## config.mk

```make
export PLATFORM = sky130hd
export DESIGN_NAME = parity_bit_stuffing_serializer
export DESIGN_NICKNAME = d
export VERILOG_FILES = /design/src/sv/pbs_pkg.sv /design/src/sv/pbs_front.sv /design/src/sv/pbs_queue.sv /design/src/sv/pbs_back.sv /design/src/sv/parity_bit_stuffing_serializer.sv
export SDC_FILE = /design/constraint.sdc
export NUM_CORES = 1
export LEC_CHECK = 0
export BUFFER_PORTS_ARGS = -buffer_cell sky130_fd_sc_hd__buf_2
export CAP_MARGIN = 20
export CORE_UTILIZATION = 58
export DETAILED_ROUTE_END_ITERATION = 6
export PLACE_DENSITY_LB_ADDON = 0.1
export SETUP_SLACK_MARGIN = 0.1
export SKIP_CTS_REPAIR_TIMING = 1
export SYNTH_ARGS = -nofsm -noshare
export SYNTH_HDL_FRONTEND = slang
export SYNTH_SLANG_ARGS = --single-unit
```

## constraint.sdc

```tcl
create_clock -name clk -period 2.4 [get_ports clk]
set_input_delay 0.24 -clock clk [delete_from_list [all_inputs] [get_ports clk]]
set_output_delay 0.24 -clock clk [all_outputs]
set_load 0.1 [all_outputs]
```

## src/sv/pbs_pkg.sv

```systemverilog
// types and constants shared by the parity bit-stuffing serializer
// no dependencies
package pbs_pkg;

  localparam int unsigned DataBits = 8;
  localparam int unsigned WordBits = DataBits + 1;

  // zero run length after which a stuffed one is sent
  localparam logic [2:0] RunLimit = 3'd4;

  // index of the parity bit within the emitted word
  localparam logic [3:0] LastIdx = 4'(DataBits);

  // one classified item: data bits msb first followed by even parity
  typedef struct packed {
    logic                first;
    logic [WordBits-1:0] bits;
  } item_t;

endpackage

```

## src/sv/pbs_front.sv

```systemverilog
// front end: accepts bytes, computes parity and forms queue items
// depends on pbs_pkg
module pbs_front (
  input  logic       [7:0] data_byte,
  input  logic             first_of_frame,
  input  logic             in_valid,
  output logic             in_ready,
  input  logic             q_full,
  output logic             q_push,
  output pbs_pkg::item_t   q_item
);

  // take a transfer whenever the queue has room
  assign in_ready = !q_full;
  assign q_push   = in_valid && !q_full;

  // even parity and packing
  always_comb begin
    q_item.first = first_of_frame;
    q_item.bits  = {data_byte, ^data_byte};
  end

endmodule

```

## src/sv/pbs_queue.sv

```systemverilog
// short queue between the front end and the serializer
// depends on pbs_pkg
module pbs_queue #(
  parameter int unsigned Depth = 2
) (
  input  logic           clk,
  input  logic           rst,
  input  logic           push,
  input  pbs_pkg::item_t push_item,
  output logic           full,
  input  logic           pop,
  output logic           not_empty,
  output pbs_pkg::item_t head
);

  localparam int unsigned AddrW = (Depth > 1) ? $clog2(Depth) : 1;
  localparam int unsigned CountW = $clog2(Depth + 1);

  pbs_pkg::item_t    slots [Depth];
  logic [AddrW-1:0]  wr_ptr;
  logic [AddrW-1:0]  rd_ptr;
  logic [CountW-1:0] count;

  assign full      = (count == CountW'(Depth));
  assign not_empty = (count != '0);
  assign head      = slots[rd_ptr];

  // storage, no reset needed
  always_ff @(posedge clk) begin
    if (push) begin
      slots[wr_ptr] <= push_item;
    end
  end

  // pointers and fill count
  always_ff @(posedge clk) begin
    if (rst) begin
      wr_ptr <= '0;
      rd_ptr <= '0;
      count  <= '0;
    end else begin
      if (push) begin
        wr_ptr <= (wr_ptr == AddrW'(Depth - 1)) ? '0 : wr_ptr + 1'b1;
      end
      if (pop) begin
        rd_ptr <= (rd_ptr == AddrW'(Depth - 1)) ? '0 : rd_ptr + 1'b1;
      end
      if (push && !pop) begin
        count <= count + 1'b1;
      end else if (pop && !push) begin
        count <= count - 1'b1;
      end
    end
  end

endmodule

```

## src/sv/pbs_back.sv

```systemverilog
// back end: start bit, data, parity, zero-bit stuffing; a bit a cycle if ready
// depends on pbs_pkg
module pbs_back (
  input  logic           clk,
  input  logic           rst,
  input  logic           q_not_empty,
  input  pbs_pkg::item_t q_head,
  output logic           q_pop,
  output logic           line_bit,
  output logic           last_of_item,
  output logic           out_valid,
  input  logic           out_ready
);

  logic                         busy;
  logic                         start_pend;
  logic [pbs_pkg::WordBits-1:0] word;
  logic [3:0]                   idx;
  logic [2:0]                   zero_run;

  logic                         advance;
  logic                         load;
  logic                         bit_next;
  logic                         last_next;
  logic                         start_pend_next;
  logic [pbs_pkg::WordBits-1:0] word_next;
  logic [3:0]                   idx_next;
  logic [2:0]                   zero_run_next;

  // output register free or being drained
  assign advance = busy && (!out_valid || out_ready);
  assign load    = q_not_empty && (!busy || (advance && last_next));
  assign q_pop   = load;

  // choose the next line bit
  always_comb begin
    bit_next        = 1'b1;
    last_next       = 1'b0;
    start_pend_next = start_pend;
    word_next       = word;
    idx_next        = idx;
    zero_run_next   = zero_run;
    if (start_pend) begin
      start_pend_next = 1'b0;
      zero_run_next   = '0;
    end else if (zero_run >= pbs_pkg::RunLimit) begin
      zero_run_next = '0;
    end else begin
      bit_next      = word[pbs_pkg::WordBits-1];
      word_next     = {word[pbs_pkg::WordBits-2:0], 1'b0};
      idx_next      = idx + 1'b1;
      last_next     = (idx == pbs_pkg::LastIdx);
      zero_run_next = bit_next ? 3'd0 : zero_run + 1'b1;
    end
  end

  // serializer state
  always_ff @(posedge clk) begin
    if (rst) begin
      busy       <= 1'b0;
      start_pend <= 1'b0;
      idx        <= '0;
      zero_run   <= '0;
    end else begin
      if (advance) begin
        zero_run <= zero_run_next;
      end
      if (load) begin
        busy       <= 1'b1;
        start_pend <= q_head.first;
        idx        <= '0;
      end else if (advance) begin
        busy       <= !last_next;
        start_pend <= start_pend_next;
        idx        <= idx_next;
      end
    end
  end

  // shift word, no reset needed
  always_ff @(posedge clk) begin
    if (load) begin
      word <= q_head.bits;
    end else if (advance) begin
      word <= word_next;
    end
  end

  // output register
  always_ff @(posedge clk) begin
    if (rst) begin
      out_valid <= 1'b0;
    end else if (advance) begin
      out_valid <= 1'b1;
    end else if (out_ready) begin
      out_valid <= 1'b0;
    end
  end

  always_ff @(posedge clk) begin
    if (advance) begin
      line_bit     <= bit_next;
      last_of_item <= last_next;
    end
  end

endmodule

```

## src/sv/parity_bit_stuffing_serializer.sv

```systemverilog
// zero-bit stuffing serializer with even parity and leading start bit
// a byte goes through a queue slot, the shift word and the output register
// one line bit per cycle from the shift word while out_ready does not stall it
// a queue of QDepth bytes decouples input transfers from serialization
// reset (rst, synchronous) empties the queue and output and clears the zero run
// depends on pbs_pkg, pbs_front, pbs_queue, pbs_back
module parity_bit_stuffing_serializer #(
  parameter int unsigned QDepth = 2
) (
  input  logic       clk,
  input  logic       rst,
  input  logic [7:0] data_byte,
  input  logic       first_of_frame,
  input  logic       in_valid,
  output logic       in_ready,
  output logic       line_bit,
  output logic       last_of_item,
  output logic       out_valid,
  input  logic       out_ready
);

  logic           q_full;
  logic           q_push;
  logic           q_pop;
  logic           q_not_empty;
  pbs_pkg::item_t q_item;
  pbs_pkg::item_t q_head;

  // accept and classify
  pbs_front u_front (
    .data_byte      (data_byte),
    .first_of_frame (first_of_frame),
    .in_valid       (in_valid),
    .in_ready       (in_ready),
    .q_full         (q_full),
    .q_push         (q_push),
    .q_item         (q_item)
  );

  // decoupling queue
  pbs_queue #(
    .Depth (QDepth)
  ) u_queue (
    .clk       (clk),
    .rst       (rst),
    .push      (q_push),
    .push_item (q_item),
    .full      (q_full),
    .pop       (q_pop),
    .not_empty (q_not_empty),
    .head      (q_head)
  );

  // serialize
  pbs_back u_back (
    .clk          (clk),
    .rst          (rst),
    .q_not_empty  (q_not_empty),
    .q_head       (q_head),
    .q_pop        (q_pop),
    .line_bit     (line_bit),
    .last_of_item (last_of_item),
    .out_valid    (out_valid),
    .out_ready    (out_ready)
  );

endmodule

```

* Word level (Yosys, flattened, before mapping)
Memories as Yosys holds them, arrays and structs flattened. A register that Yosys moved wholly into a read port is not among the register bits. Index checks and enable logic that the tools add are counted.
Word-level totals: flip-flop bits (word level) 25, bits in latches 0, memory bits (writable) 20, ROM bits 0, output and inout port bits 4, word-level logic and storage cells 71, memories 1
Memory list:
- u_queue.slots | words 2, bits a word 10, rd ports 1, clocked after Yosys merged registers in 1, wr ports 1, RTL line pbs_queue.sv:19 | pbs_pkg::item_t slots [Depth];
Operators by class: add/sub/neg operators 6, multiply operators 0, divide/modulo/power cells 0, order comparisons 1, equal/unequal tests 4, shift-type cells 0, multiplexer cells 23, bitwise logic cells 2, reduce and logical (&&, ||, !) cells 23
Operators by type and width (count):
- $mux 9 | 4
- $mux 1 | 14
- $mux 3 | 3
- $reduce_bool 2->1 | 4
- $reduce_xor 8->1 | 1
- $logic_and 1x1->1 | 6
- $logic_not 1->1 | 6
- $reduce_and 3->1 | 2
- $add 4x1->4 const B | 1
- $eq 4x4->1 const B | 1
- $mux 2 | 2
- $ne 2x2->1 const B | 2
- $reduce_or 2->1 | 2
- $add 3x1->3 const B | 1
- $ge 3x3->1 const B | 1
- $add 1x1->1 const B | 2
- $add 2x1->2 const B | 1
- $eq 2x2->1 const B | 1
- $logic_or 1x1->1 | 2
- $not 1->1 | 2
- $sub 2x1->2 const B | 1

* Logic depth before layout (Yosys ltp)
depth in word-level cells 9, gate-level depth with buffers 11, mapped depth without buffers 10

* Hierarchy
A second synthesis with hierarchy kept.
Unflattened totals: cell total of the unflattened synthesis 159, area, all modules 2144.6 um2
By module, submodules not included:
- pbs_back | times used 1, cells an instance 88, area an instance 1077.3 um2
- pbs_queue | times used 1, cells an instance 53, area an instance 928.4 um2
- pbs_front | times used 1, cells an instance 18, area an instance 138.9 um2

* Worst setup path before layout
Ideal clock, no wire load.
path kind flip-flop to flip-flop, from reg u_back.out_valid, to reg u_queue.count[1], arrival 2.473 ns, required time 2.330 ns, path slack -0.144 ns, stages on the path, launching flop included 9, period minus slack after synthesis 2.544 ns, cell sequence dfxtp_1 -> and2b_4 -> o31a_4 -> nor2_4 -> inv_1 -> buf_2 -> ha_1 -> or3_1 -> a21oi_1
On the way: word-level cells in the longest chain between the ends 9, elaborated cells between the ends (all ways) 11
RTL lines:
- from (decl) | RTL line pbs_back.sv:11 | output logic out_valid,
- from (signal assigned) | RTL line pbs_back.sv:92 | out_valid <= 1'b0;
- from (signal assigned) | RTL line pbs_back.sv:94 | out_valid <= 1'b1;
- from (signal assigned) | RTL line pbs_back.sv:96 | out_valid <= 1'b0;
- $logic_not 1->1 * | RTL line pbs_back.sv:31 | assign advance = busy && (!out_valid || out_ready);
- $logic_or 1x1->1 * | RTL line pbs_back.sv:31
- $logic_and 1x1->1 * | RTL line pbs_back.sv:31
- $logic_and 1x1->1 * | RTL line pbs_back.sv:32 | assign load = q_not_empty && (!busy || (advance && last_next));
- $logic_or 1x1->1 * | RTL line pbs_back.sv:32
- $logic_and 1x1->1 * | RTL line pbs_back.sv:32
- $logic_not 1->1 | RTL line pbs_queue.sv:48 | if (push && !pop) begin
- $logic_and 1x1->1 | RTL line pbs_queue.sv:48
- $mux 2 or $reduce_bool 2->1 (tied branches)
- to (signal assigned) | RTL line pbs_queue.sv:49 | count <= count + 1'b1;
- to (signal assigned) | RTL line pbs_queue.sv:51 | count <= count - 1'b1;
- to (decl) | RTL line pbs_queue.sv:22 | logic [CountW-1:0] count;
Mark *: on every way between the ends. The rest lies on a longest branch, timed or not. A chain may end at the register's enable or synchronous reset.

* Worst setup path in the final report
from reg u_back.idx[0], to reg u_queue.count[1]
On the way: word-level cells in the longest chain between the ends 9, elaborated cells between the ends (all ways) 11
RTL lines:
- from (decl) | RTL line pbs_back.sv:18 | logic [3:0] idx;
- from (signal assigned) | RTL line pbs_back.sv:75 | idx <= idx_next;
- $eq 4x4->1 * | RTL line pbs_back.sv:52 | last_next = (idx == pbs_pkg::LastIdx);
- $mux 1 * | RTL line pbs_back.sv:46 | end else if (zero_run >= pbs_pkg::RunLimit) begin
- $mux 1 * | RTL line pbs_back.sv:43 | if (start_pend) begin
- $logic_and 1x1->1 * | RTL line pbs_back.sv:32
- $logic_or 1x1->1 * | RTL line pbs_back.sv:32
- $logic_and 1x1->1 * | RTL line pbs_back.sv:32
- $logic_not 1->1 | RTL line pbs_queue.sv:48
- $logic_and 1x1->1 | RTL line pbs_queue.sv:48
- $mux 2 or $reduce_bool 2->1 (tied branches)
Marked as above.

==> flow_summary.ini <==
[status]
outcome = finished, final reports clean

[floorplan]
die_width_um = 60.18
boundaryPins = 17
core_area_mm2 = 0.003128
row_count = 20
initial_utilization = 0.6276
fp.dieH_um = 60.18
die-area_mm2 = 0.003622

[logic_synthesis]
yosysSeqAreaShare = 0.6272
synthesis.area_mm2 = 0.001963
syn_nets = 176
ys_ff_latch = 46
postSynthCellCount = 158
yosysWarnings = 0
synth_area_per_cell_um2 = 12.42
synthDistinctLibCells = 31

[final_layout]
drive_gt1_frac = 0.1798
regArea_mm2 = 0.001232
area_growth_pct = 8.923
diodes = 0
layout.nets = 195
fin_cells = 222
multi_input_area_um2 = 669.4
fill_cells = 253

[placement]
hpwl_um = 2398
portBuffers = 16
place.gp.congestion = 0.7456
placed_cells_incl_taps = 214

[clock_network]
root_buffer = clkbuf_4
cts_max_level = 2
clock_path_buffers = 2
cts_tree = built
clk_latency_ps = 350
numCtsBuffers = 5
clock-sinks = 46
clk_pin_slew_ps = 110

[critical_path]
max_stage_delay_ps = 370
cp_slowest_cell = or3_1
critPathKind = reg2reg
startpoint_type = flop
endpoint_kind = flop
crit_chain = inv_1 -> ha_1 -> nand3b_4 -> o31a_4 -> nor2_4 -> inv_1 -> ha_1 -> or3_1 -> a21oi_1
arrival_ps = 2480
required_ps = 2690
path_max_fanout = 11

[power_and_ir_drop]
cellPowerDensity_mw_per_mm2 = 1177
peakVddDrop_uv = 805.3
p_leak_nw = 0.7847
totalPowerFinal_w = 0.002518

[detailed_routing]
routed_wl_um = 3235
final_antenna_net_count = 0
wl_per_cell_um = 14.57
vias = 1188
first_iter_violations = 43
viasPerCell = 5.351
firstDrtPassIters = 4
drc_errors = 0

[sta]
timing.fmax_mhz = 457.4
report.final.hold_viol_count = 0
finalCriticalPeriod_ps = 2186
fin_hold_ws_ps = 76.81
fin_setup_tns_ps = 0
finalCritPeriodShare = 0.9110
rsz0062_at_grt = false
tightest_slew_ps = 589.5
drv_slew = 0
skew_ps = 6.423
max_slew_margin = 0.6065
setup_viol = 0

[global_routing]
grt_max_degree = 17
busiest_layer = met2
antenna_found_initial = 0
overflow = 0
grt_use_met3 = 0.07143
grtUsageMet2 = 0.3501
grtUsageTotal = 0.2075
grt_pass1_vias = 1172
grtUsageMet1 = 0.2268
grt_pass1_wl_um = 5092

[worst_hold_path]
hold_path.class = in2reg

[flow_run]
maxCapViolations = 0
## registers in the layout, summed over array words and instances (netlist names), named ones only
signal               count
u_back.zero_run          3
u_queue.slots           20
u_queue.rd_ptr           1
u_back.word              9
u_back.start_pend        1
u_back.last_of_item      1
u_back.out_valid         1
u_queue.count            2
u_back.idx               4
u_back.line_bit          1
u_queue.wr_ptr           1
u_back.busy              1
## report_power, final
part	internal, W	total [W]	switching (W)
Sequential	0.00114	0.00127	0.000133
Combinational	0.000318	0.000913	0.000595
Clock	0.000113	0.000335	0.000222
Total	0.00157	0.00252	0.000950
## final timing paths
check                                   startpoint             endpoint  slack, ps  depth (start not counted)
worst max-delay path                 u_back.idx[0]     u_queue.count[1]        210                          9
worst min-delay path                first_of_frame  u_queue.slots[0][9]         80                          1
worst max register to register       u_back.idx[0]     u_queue.count[1]        210                          9
worst min register to register  u_back.zero_run[1]   u_back.zero_run[1]        490                          2
## placed cells by master, fill, tap and decap left out
cell type and instances:
inv_1 8, nor3_1 5, nand2b_1 1, nand2_1 6, o31a_4 1, a21oi_1 8
edfxtp_1 31, o21ai_0 14, nor2_4 1, ha_1 5, or2_2 1, o32ai_1 1
buf_4 3, dfxtp_2 1, o21ai_1 4, and3_1 1, o31ai_1 1, nor2_1 11
nand3_1 4, or3_1 2, clkbuf_4 5, or2b_1 1, mux2i_1 11, xnor2_1 8
clkinv_1 1, dfxtp_1 14, clkbuf_1 2, nand3b_4 1, and2b_4 1, xor2_1 5
or2_4 1, nand2b_2 1, buf_2 16, nand4_1 2
## kinds of logic after synthesis
logic type      count (synthesis)  share of synthesized area
compound gates                 29                    0.08350
xor+xnor                       13                    0.05800
fa+ha+maj                       5                    0.03187
buf+inv                        15                    0.03314
flops                          46                     0.6272
mux                            11                    0.05609
simple gates                   39                     0.1103
## cell usage after synthesis
master	instances	area [um^2]
or3_1	2	12.51
nand2_1	6	22.52
xnor2_1	8	70.07
dfxtp_1	15	300.3
or2b_1	1	7.510
buf_2	1	5.000
buf_6	1	11.26
nor3_1	5	25.02
nand2b_1	2	12.51
o21ai_1	4	20.02
xor2_1	5	43.79
nor2_1	11	41.29
edfxtp_1	31	930.9
o21ai_0	14	70.07
mux2i_1	11	110.1
clkbuf_1	4	15.01
or2_2	1	6.260
o32ai_1	1	8.760
nand3b_4	1	20.02
a21oi_1	8	40.04
and3_1	1	6.260
ha_1	5	62.56
nor2_4	1	11.26
buf_1	1	3.750
or2_4	1	8.760
o31ai_1	1	7.510
inv_1	8	30.03
nand3_1	4	20.02
and2b_4	1	10.01
nand4_1	2	12.51
o31a_4	1	17.52
## worst max-delay path: cells and delay by family, from the launching register on
| family | cells | cell delay [ps] |
|---|---|---|
| flip-flops | 1 | 360 |
| adder cells (fa/ha/maj) | 2 | 510 |
| AO/OA/AOI/OAI | 2 | 480 |
| AND/OR/NAND/NOR | 3 | 600 |
| buffers and inverters | 2 | 180 |
## through the flow
stage / setup WS (ps) / util / instance area, um^2
after floorplan: 110.3 / - / 1967
after global placement: 292.1 / 0.6680 / 2090
after detailed placement: 177.4 / 0.6680 / 2090
after CTS: 157.3 / 0.6836 / 2138
after global routing: 101.1 / 0.6836 / 2138
final: 213.6 / 0.6836 / 2138
## routing by layer
metal | vias to the layer above | part of all wire
met4 | 0 | 0.022
met5 | - | 0
li1 | 599 | -
met2 | 26 | 0.52
met1 | 557 | 0.42
met3 | 6 | 0.037
## area by class of cell
class,count,area share
clock buffers,7,0.02106
clock inverters,1,0.001755
flip-flops and latches,46,0.5764
well taps,44,0.02575
inverters,8,0.01404
repair buffers,19,0.04798
multi-input cells,97,0.3130
Power figures use the tool's default switching activity.
